## config.mk

```make
export PLATFORM = sky130hd
export DESIGN_NAME = tst_front
export DESIGN_NICKNAME = d
export VERILOG_FILES = /design/src/rtl/tst_pkg.sv /design/src/rtl/tst_front.sv
export SDC_FILE = /design/constraint.sdc
export NUM_CORES = 2
export LEC_CHECK = 0
export BUFFER_PORTS_ARGS = -buffer_cell sky130_fd_sc_hd__buf_2
export CAP_MARGIN = 20
export CORE_ASPECT_RATIO = 1.25
export CORE_MARGIN = 2
export CORE_UTILIZATION = 50
export CTS_CLUSTER_DIAMETER = 30
export DETAILED_ROUTE_END_ITERATION = 10
export PLACE_DENSITY = 0.66
export SYNTH_ARGS = -nofsm -noshare
export SYNTH_HDL_FRONTEND = slang
export SYNTH_SLANG_ARGS = --single-unit
```

## constraint.sdc

```tcl
create_clock -name clock -period 10.8 [get_ports clock]
set_input_delay 0.54 -clock clock [delete_from_list [all_inputs] [get_ports clock]]
set_output_delay 0.54 -clock clock [all_outputs]
set_load 0.1 [all_outputs]
```

## src/rtl/tst_pkg.sv

```systemverilog
// Shared types and constants for the timing statistics table.
`timescale 1ns / 1ps
package tst_pkg;
   localparam logic [1:0] STATUS_UPDATED  = 2'd0;
   localparam logic [1:0] STATUS_INSERTED = 2'd1;
   localparam logic [1:0] STATUS_FULL     = 2'd2;

   // classified item passed from the lookup front to the update back
   typedef struct packed {
      logic        hit;
      logic        full;
      logic [9:0]  slot;
      logic [31:0] duration;
      logic [47:0] now_time;
   } job_type;

   // per-slot statistics record stored in RAM
   typedef struct packed {
      logic [47:0] total;
      logic [31:0] count;
      logic [31:0] max_time;
      logic [31:0] win_max;
      logic [31:0] win_min;
      logic [31:0] last;
      logic [47:0] win_start;
   } stats_type;

   // result item fields
   typedef struct packed {
      logic [31:0] window_max;
      logic [31:0] window_min;
      logic [31:0] max_time;
      logic [47:0] total_time;
      logic [31:0] call_count;
      logic [5:0]  entry_index;
      logic [1:0]  status;
   } rsp_type;
endpackage

```

## src/rtl/tst_front.sv

```systemverilog
// Lookup front: matches key and line across the tag cells and picks a slot.
`timescale 1ns / 1ps
module tst_front #(
   parameter int TABLE_ENTRIES = 64
) (
   input  logic             clock,
   input  logic             reset,
   input  logic             in_valid,
   output logic             in_ready,
   input  logic [31:0]      site_key,
   input  logic [19:0]      site_line,
   input  logic [31:0]      duration,
   input  logic [47:0]      now_time,
   output logic             job_valid,
   input  logic             job_ready,
   output tst_pkg::job_type job
);
   localparam int AW = (TABLE_ENTRIES > 1) ? $clog2(TABLE_ENTRIES) : 1;
   localparam int CW = $clog2(TABLE_ENTRIES + 1);

   logic [TABLE_ENTRIES-1:0] valid_ff, valid_in;
   logic [31:0]              key_ff  [TABLE_ENTRIES];
   logic [19:0]              line_ff [TABLE_ENTRIES];
   logic [CW-1:0]            used_ff, used_in;
   logic                     job_valid_ff, job_valid_in;
   tst_pkg::job_type         job_ff, job_in;
   logic [TABLE_ENTRIES-1:0] match;
   logic [AW-1:0]            hit_idx;
   logic                     any_hit, full, insert, take;

   // lookup is combinational; a single registered job slot decouples from the back part
   assign in_ready = !job_valid_ff || job_ready;
   assign take     = in_valid && in_ready;

   always_comb begin
      for (int i = 0; i < TABLE_ENTRIES; i++) begin
         match[i] = valid_ff[i] && key_ff[i] == site_key && line_ff[i] == site_line;
      end
   end

   always_comb begin
      hit_idx = '0;
      for (int i = TABLE_ENTRIES - 1; i >= 0; i--) begin
         if (match[i]) begin
            hit_idx = AW'(i);
         end
      end
   end

   assign any_hit = |match;
   assign full    = used_ff == CW'(TABLE_ENTRIES);
   assign insert  = take && !any_hit && !full;

   always_comb begin
      valid_in     = valid_ff;
      used_in      = used_ff;
      job_valid_in = job_valid_ff;
      job_in       = job_ff;
      if (job_ready) begin
         job_valid_in = 1'b0;
      end
      if (take) begin
         job_valid_in    = 1'b1;
         job_in.hit      = any_hit;
         job_in.full     = !any_hit && full;
         job_in.slot     = any_hit ? 10'(hit_idx) : 10'(used_ff[AW-1:0]);
         job_in.duration = duration;
         job_in.now_time = now_time;
      end
      if (insert) begin
         valid_in[used_ff[AW-1:0]] = 1'b1;
         used_in = used_ff + 1'b1;
      end
   end

   always_ff @(posedge clock) begin
      if (reset) begin
         valid_ff     <= '0;
         used_ff      <= '0;
         job_valid_ff <= 1'b0;
      end else begin
         valid_ff     <= valid_in;
         used_ff      <= used_in;
         job_valid_ff <= job_valid_in;
      end
      job_ff <= job_in;
      if (insert) begin
         key_ff[used_ff[AW-1:0]]  <= site_key;
         line_ff[used_ff[AW-1:0]] <= site_line;
      end
   end

   assign job_valid = job_valid_ff;
   assign job       = job_ff;
endmodule

```

==> reports/metrics.sh <==
RUN_STATUS='completed'
SYNTH.AREA.TOP_CELLS='edfxtp_1 (70%), xnor2_1 (10%), xor2_1 (6.5%)'
LAYOUT_COMMONEST_CELL='edfxtp_1'
ROOT_BUFFER_CELL='clkbuf_16'
SYNTH-WARNING-COUNT=0
DESIGN.DIE.AREA_SQ_MM=0.2983
TIMING.CRITICAL_PATH.TO_TYPE='flip-flop'
POST_CTS.RESIZED_INSTANCES=0
VIAS_CELL=6.087
TRITONCTS='yes'
NETLIST_INSTANCES=9147
INSERTION_DELAY_TO_THE_LATER_SINK_OF_THE_WORST_SKEW_PAIR_NS=0.94
DRIVE_ABOVE_1_SHARE_PCT=14.95
TRACK_USAGE_PCT=30.31
HOLD_START='site_key[24]'
SYNTH_AREA_SQ_MM=0.1470
CTS.SINKS=3488
TRITONCTS.NUM_BUFFERS=559
ASYNC_RESET_FF_SHARE_PCT=0
FINAL_MAX_SLEW_VIOL_COUNT=0
CRIT_PATH_CELL_TRACE='dlygate4sd3_1 > buf_6 > inv_2 > buf_4 > a22o_1 > nor4_1 > and4_1 > and4_1 > nor4_1 > nand3_1 > and4bb_1 > and3_4 > nand2_1 > nor2_4 > buf_4'
PATH_CLASS='in2reg'
R2R-START='line_ff[55][5]'
SYNTH-SEQ-CELLS=3488
PLACEMENT.IO_BUFFERS=225
RELSLEWSLACK_PCT=22.43
POSTSYNTHAREAPERCELL_SQ_UM=16.07
DESIGN.PORTCOUNT=230
GP_CONGESTION=0.9595
POSTROUTEWIRELENGTH_MM=458.4
POSTSYNTH.TOPFLOPCELL='edfxtp_1'
CP.ARRIVAL_NS=7.34
POST-SYNTH-TOP-AREA-CELL='edfxtp_1'
SYNTHDISTINCTLIBCELLS=92
PRECTSSETUPSLACK_NS=3.878
FLOORPLAN.CORE_AREA_SQ_MM=0.2925
HOLD_VIOLATIONS_FINAL=0
ROW_COUNT=222
SYNTH_EDF_COUNT=3416
NUM-NETS-FINAL=10030
TIMING.CRITICAL_PATH.REQUIRED_NS=11.34
GRT_MAX_DEGREE=70
INITIAL_STANDARD_CELL_UTILIZATION_OF_THE_CORE_PCT=50.25
HPWLAFTERDP_MM=264.0
LAYOUT-AREA-OVERHEAD-VS-SYNTH_PCT=18.03
SETUP-VIOLATIONS-FINAL=0
HOLD_CLASS='in2reg'
WORST-SLEW-PIN-TRANSITION_NS=1.164
VIA_COUNT_OF_THE_FIRST_GLOBAL_ROUTING_PASS=86030
FILLCELLCOUNT=21540
FIN_WORST_SKEW_NS=0.05887
CTS-HTREE-LEVELS=6
CP_SLOWEST_STAGE_DELAY_NS=0.97
FIN_CELLS=14270
POWER_DENSITY_mW_PER_MM2=202.4
WORST-PATH-MAX-FANOUT=34
SETUP-TNS-FINAL_NS=0
VDD_DROP_MAX_mV=0.1249
FINAL_PERIOD_MINUS_WORST_SETUP_SLACK_NS=6.796
GRT_PASS1_WL_MM=640.9
SYNTHDOMINANTCELLAREASHARE_PCT=69.79
DRCVIOLATIONCOUNT=0
TIMING.FINAL.CRIT_SHARE_PCT=62.92
CRIT_PATH_TOP_DELAY_CELL='nor4_1'
PLACED_CELLS=13160
CELL_TYPE_GROUP_WITH_THE_LARGEST_TOTAL_DELAY_ON_THE_CRITICAL_PATH='simple AND/OR/NAND/NOR gates'
GRT_REMAINING_OVERFLOW=0
DRT_ITER0_MARKERS=11440
CTS-ROOT-TO-SINK-BUFFERS=4
FINISHED_LAYOUT_CELL_AREA_SQ_MM=0.1735
DIE_Y_UM=610.2
LAYOUT.CELLS.MOST_COMMON_LIST='edfxtp_1 (3416), xnor2_1 (1755), xor2_1 (1088), clkbuf_16 (575), nand4_1 (528)'
MAXCLOCKFREQUENCY_MHz=147.2
DRTANTENNAVIOLNETS=0
UNREPAIRED_SETUP_ENDPOINTS_AFTER_GLOBAL_ROUTING='false'
CRIT_PATH_SETUP_SLACK_LAYOUT_NS=4.004
FINAL.HOLD.WORST_SLACK_NS=0.04534
VIAS=86850
WL_PER_CELL_UM=32.12
PLACEMENT.CELL_AREA_SQ_MM=0.1534
SYNTH.YOSYS.SEQ_AREA_SHARE_PCT=70.77
MAXCAPVIOLCOUNT=0
DETAIL_ROUTE.FIRST_PASS.ITERATIONS=9
P_LEAK_nW=55.49
CRITICAL_PATH.N_BUFFERS_INVERTERS=5
SETUP.WORST_PATH.START_CLASS='input port'
CHIPWIDTH_UM=488.9
CTS.REPORTEDPATHS.CLKPINSLEW_NS=0.06
STARTPOINT='site_key[21]'
ANTENNA_VIOLATIONS_BEFORE_REPAIR=35
## cell type report
| cell class | instances | area, sq um | area share [%] |
|---|---|---|---|
| Clock buffer | 647 | 14700 | 8.474 |
| Inverter | 150 | 563.0 | 0.3246 |
| Antenna cell | 6 | 15.01 | 0.008655 |
| Multi-Input combinational cell | 5077 | 39540 | 22.79 |
| Clock inverter | 368 | 4427 | 2.552 |
| Tap cell | 3920 | 4905 | 2.827 |
| Sequential cell | 3488 | 104000 | 59.96 |
| Timing Repair Buffer | 613 | 5304 | 3.057 |
## worst register-to-register path, delay by kind of cell (launching register included)
| kind | cells | cell delay [ns] |
|---|---|---|
| buffers and inverters | 1 | 0.50 |
| DFF | 1 | 0.37 |
| and+or+nand+nor | 10 | 4.25 |
| xor gates and xnor gates | 1 | 0.31 |
## metal layers
metal | vias up | GRT usage (%) | routed length [um]
met5 | - | 0 | 0
met4 | 0 | 14.87 | 25330
met3 | 1133 | 5.221 | 44550
met2 | 5169 | 48.71 | 216400
met1 | 44640 | 39.95 | 172100
li1 | 35910 | - | -
## power breakdown
group | switching (mW) | leakage (nW) | internal, mW | total (mW)
clock network | 6.41 | 9.26 | 11.8 | 18.2
logic | 1.46 | 14.9 | 0.523 | 1.99
registers | 0.0246 | 31.4 | 14.9 | 15.0
## through the flow
| stage | utilization [%] | total power, mW |
|---|---|---|
| 4_1_cts | 59.28 | 35.21 |
| 6_report | 59.31 | 35.12 |
| 5_1_grt | 59.31 | 35.88 |
| 3_5_place_dp | 52.45 | 17.15 |
| 2_1_floorplan | - | 16.28 |
| 3_3_place_gp | 52.45 | 17.12 |
## flip-flops by register name, summed over array words and instances (netlist names)
register   count
job           88
job_valid      1
valid_ff      64
used_ff        7
key_ff      2048
line_ff     1280
## repair_timing
action,CTS,global route
setup buffers,0,0
endpoints found under the setup margin,0,0
hold buffers,86,0
endpoints found under the hold margin,98,0
## Yosys cell counts, drive strengths merged, types with 13 or more instances
cell        n
edfxtp   3416
xnor2    1759
xor2     1088
nand4     528
nor4      420
buf       407
nor2      233
inv       145
o22ai     108
a21oi      93
nand2b     86
dfxtp      72
nor3       72
nand2      66
o2bb2ai    57
nand3      54
o21ai      47
a22oi      44
o221ai     41
nor2b      40
o2111ai    36
a22o       31
a221oi     30
clkbuf     28
and3       26
a222oi     21
or4        18
o211ai     16
or3        16
a2111oi    15
a221o      14
and4       13
## worst paths after layout
path / end / slack (ns) / depth (start not counted)
worst max-delay path: line_ff[46][0] / 4.00 / 15
worst min-delay path: key_ff[59][24] / 0.05 / 1
worst max register to register: line_ff[46][0] / 4.98 / 12
worst min register to register: valid_ff[50] / 0.46 / 2
## logic make-up after synthesis
logic type               share of synthesized area [%]
XOR/XNOR                                         16.99
adder cells (fa/ha/maj)                        0.01702
flip-flops                                       70.77
buffers and inverters                            2.706
other                                         0.002551
multiplexers                                   0.01362
AO/OA/AOI/OAI                                    3.090
AND/OR/NAND/NOR                                  6.410
(Power assumes the default switching activity.)
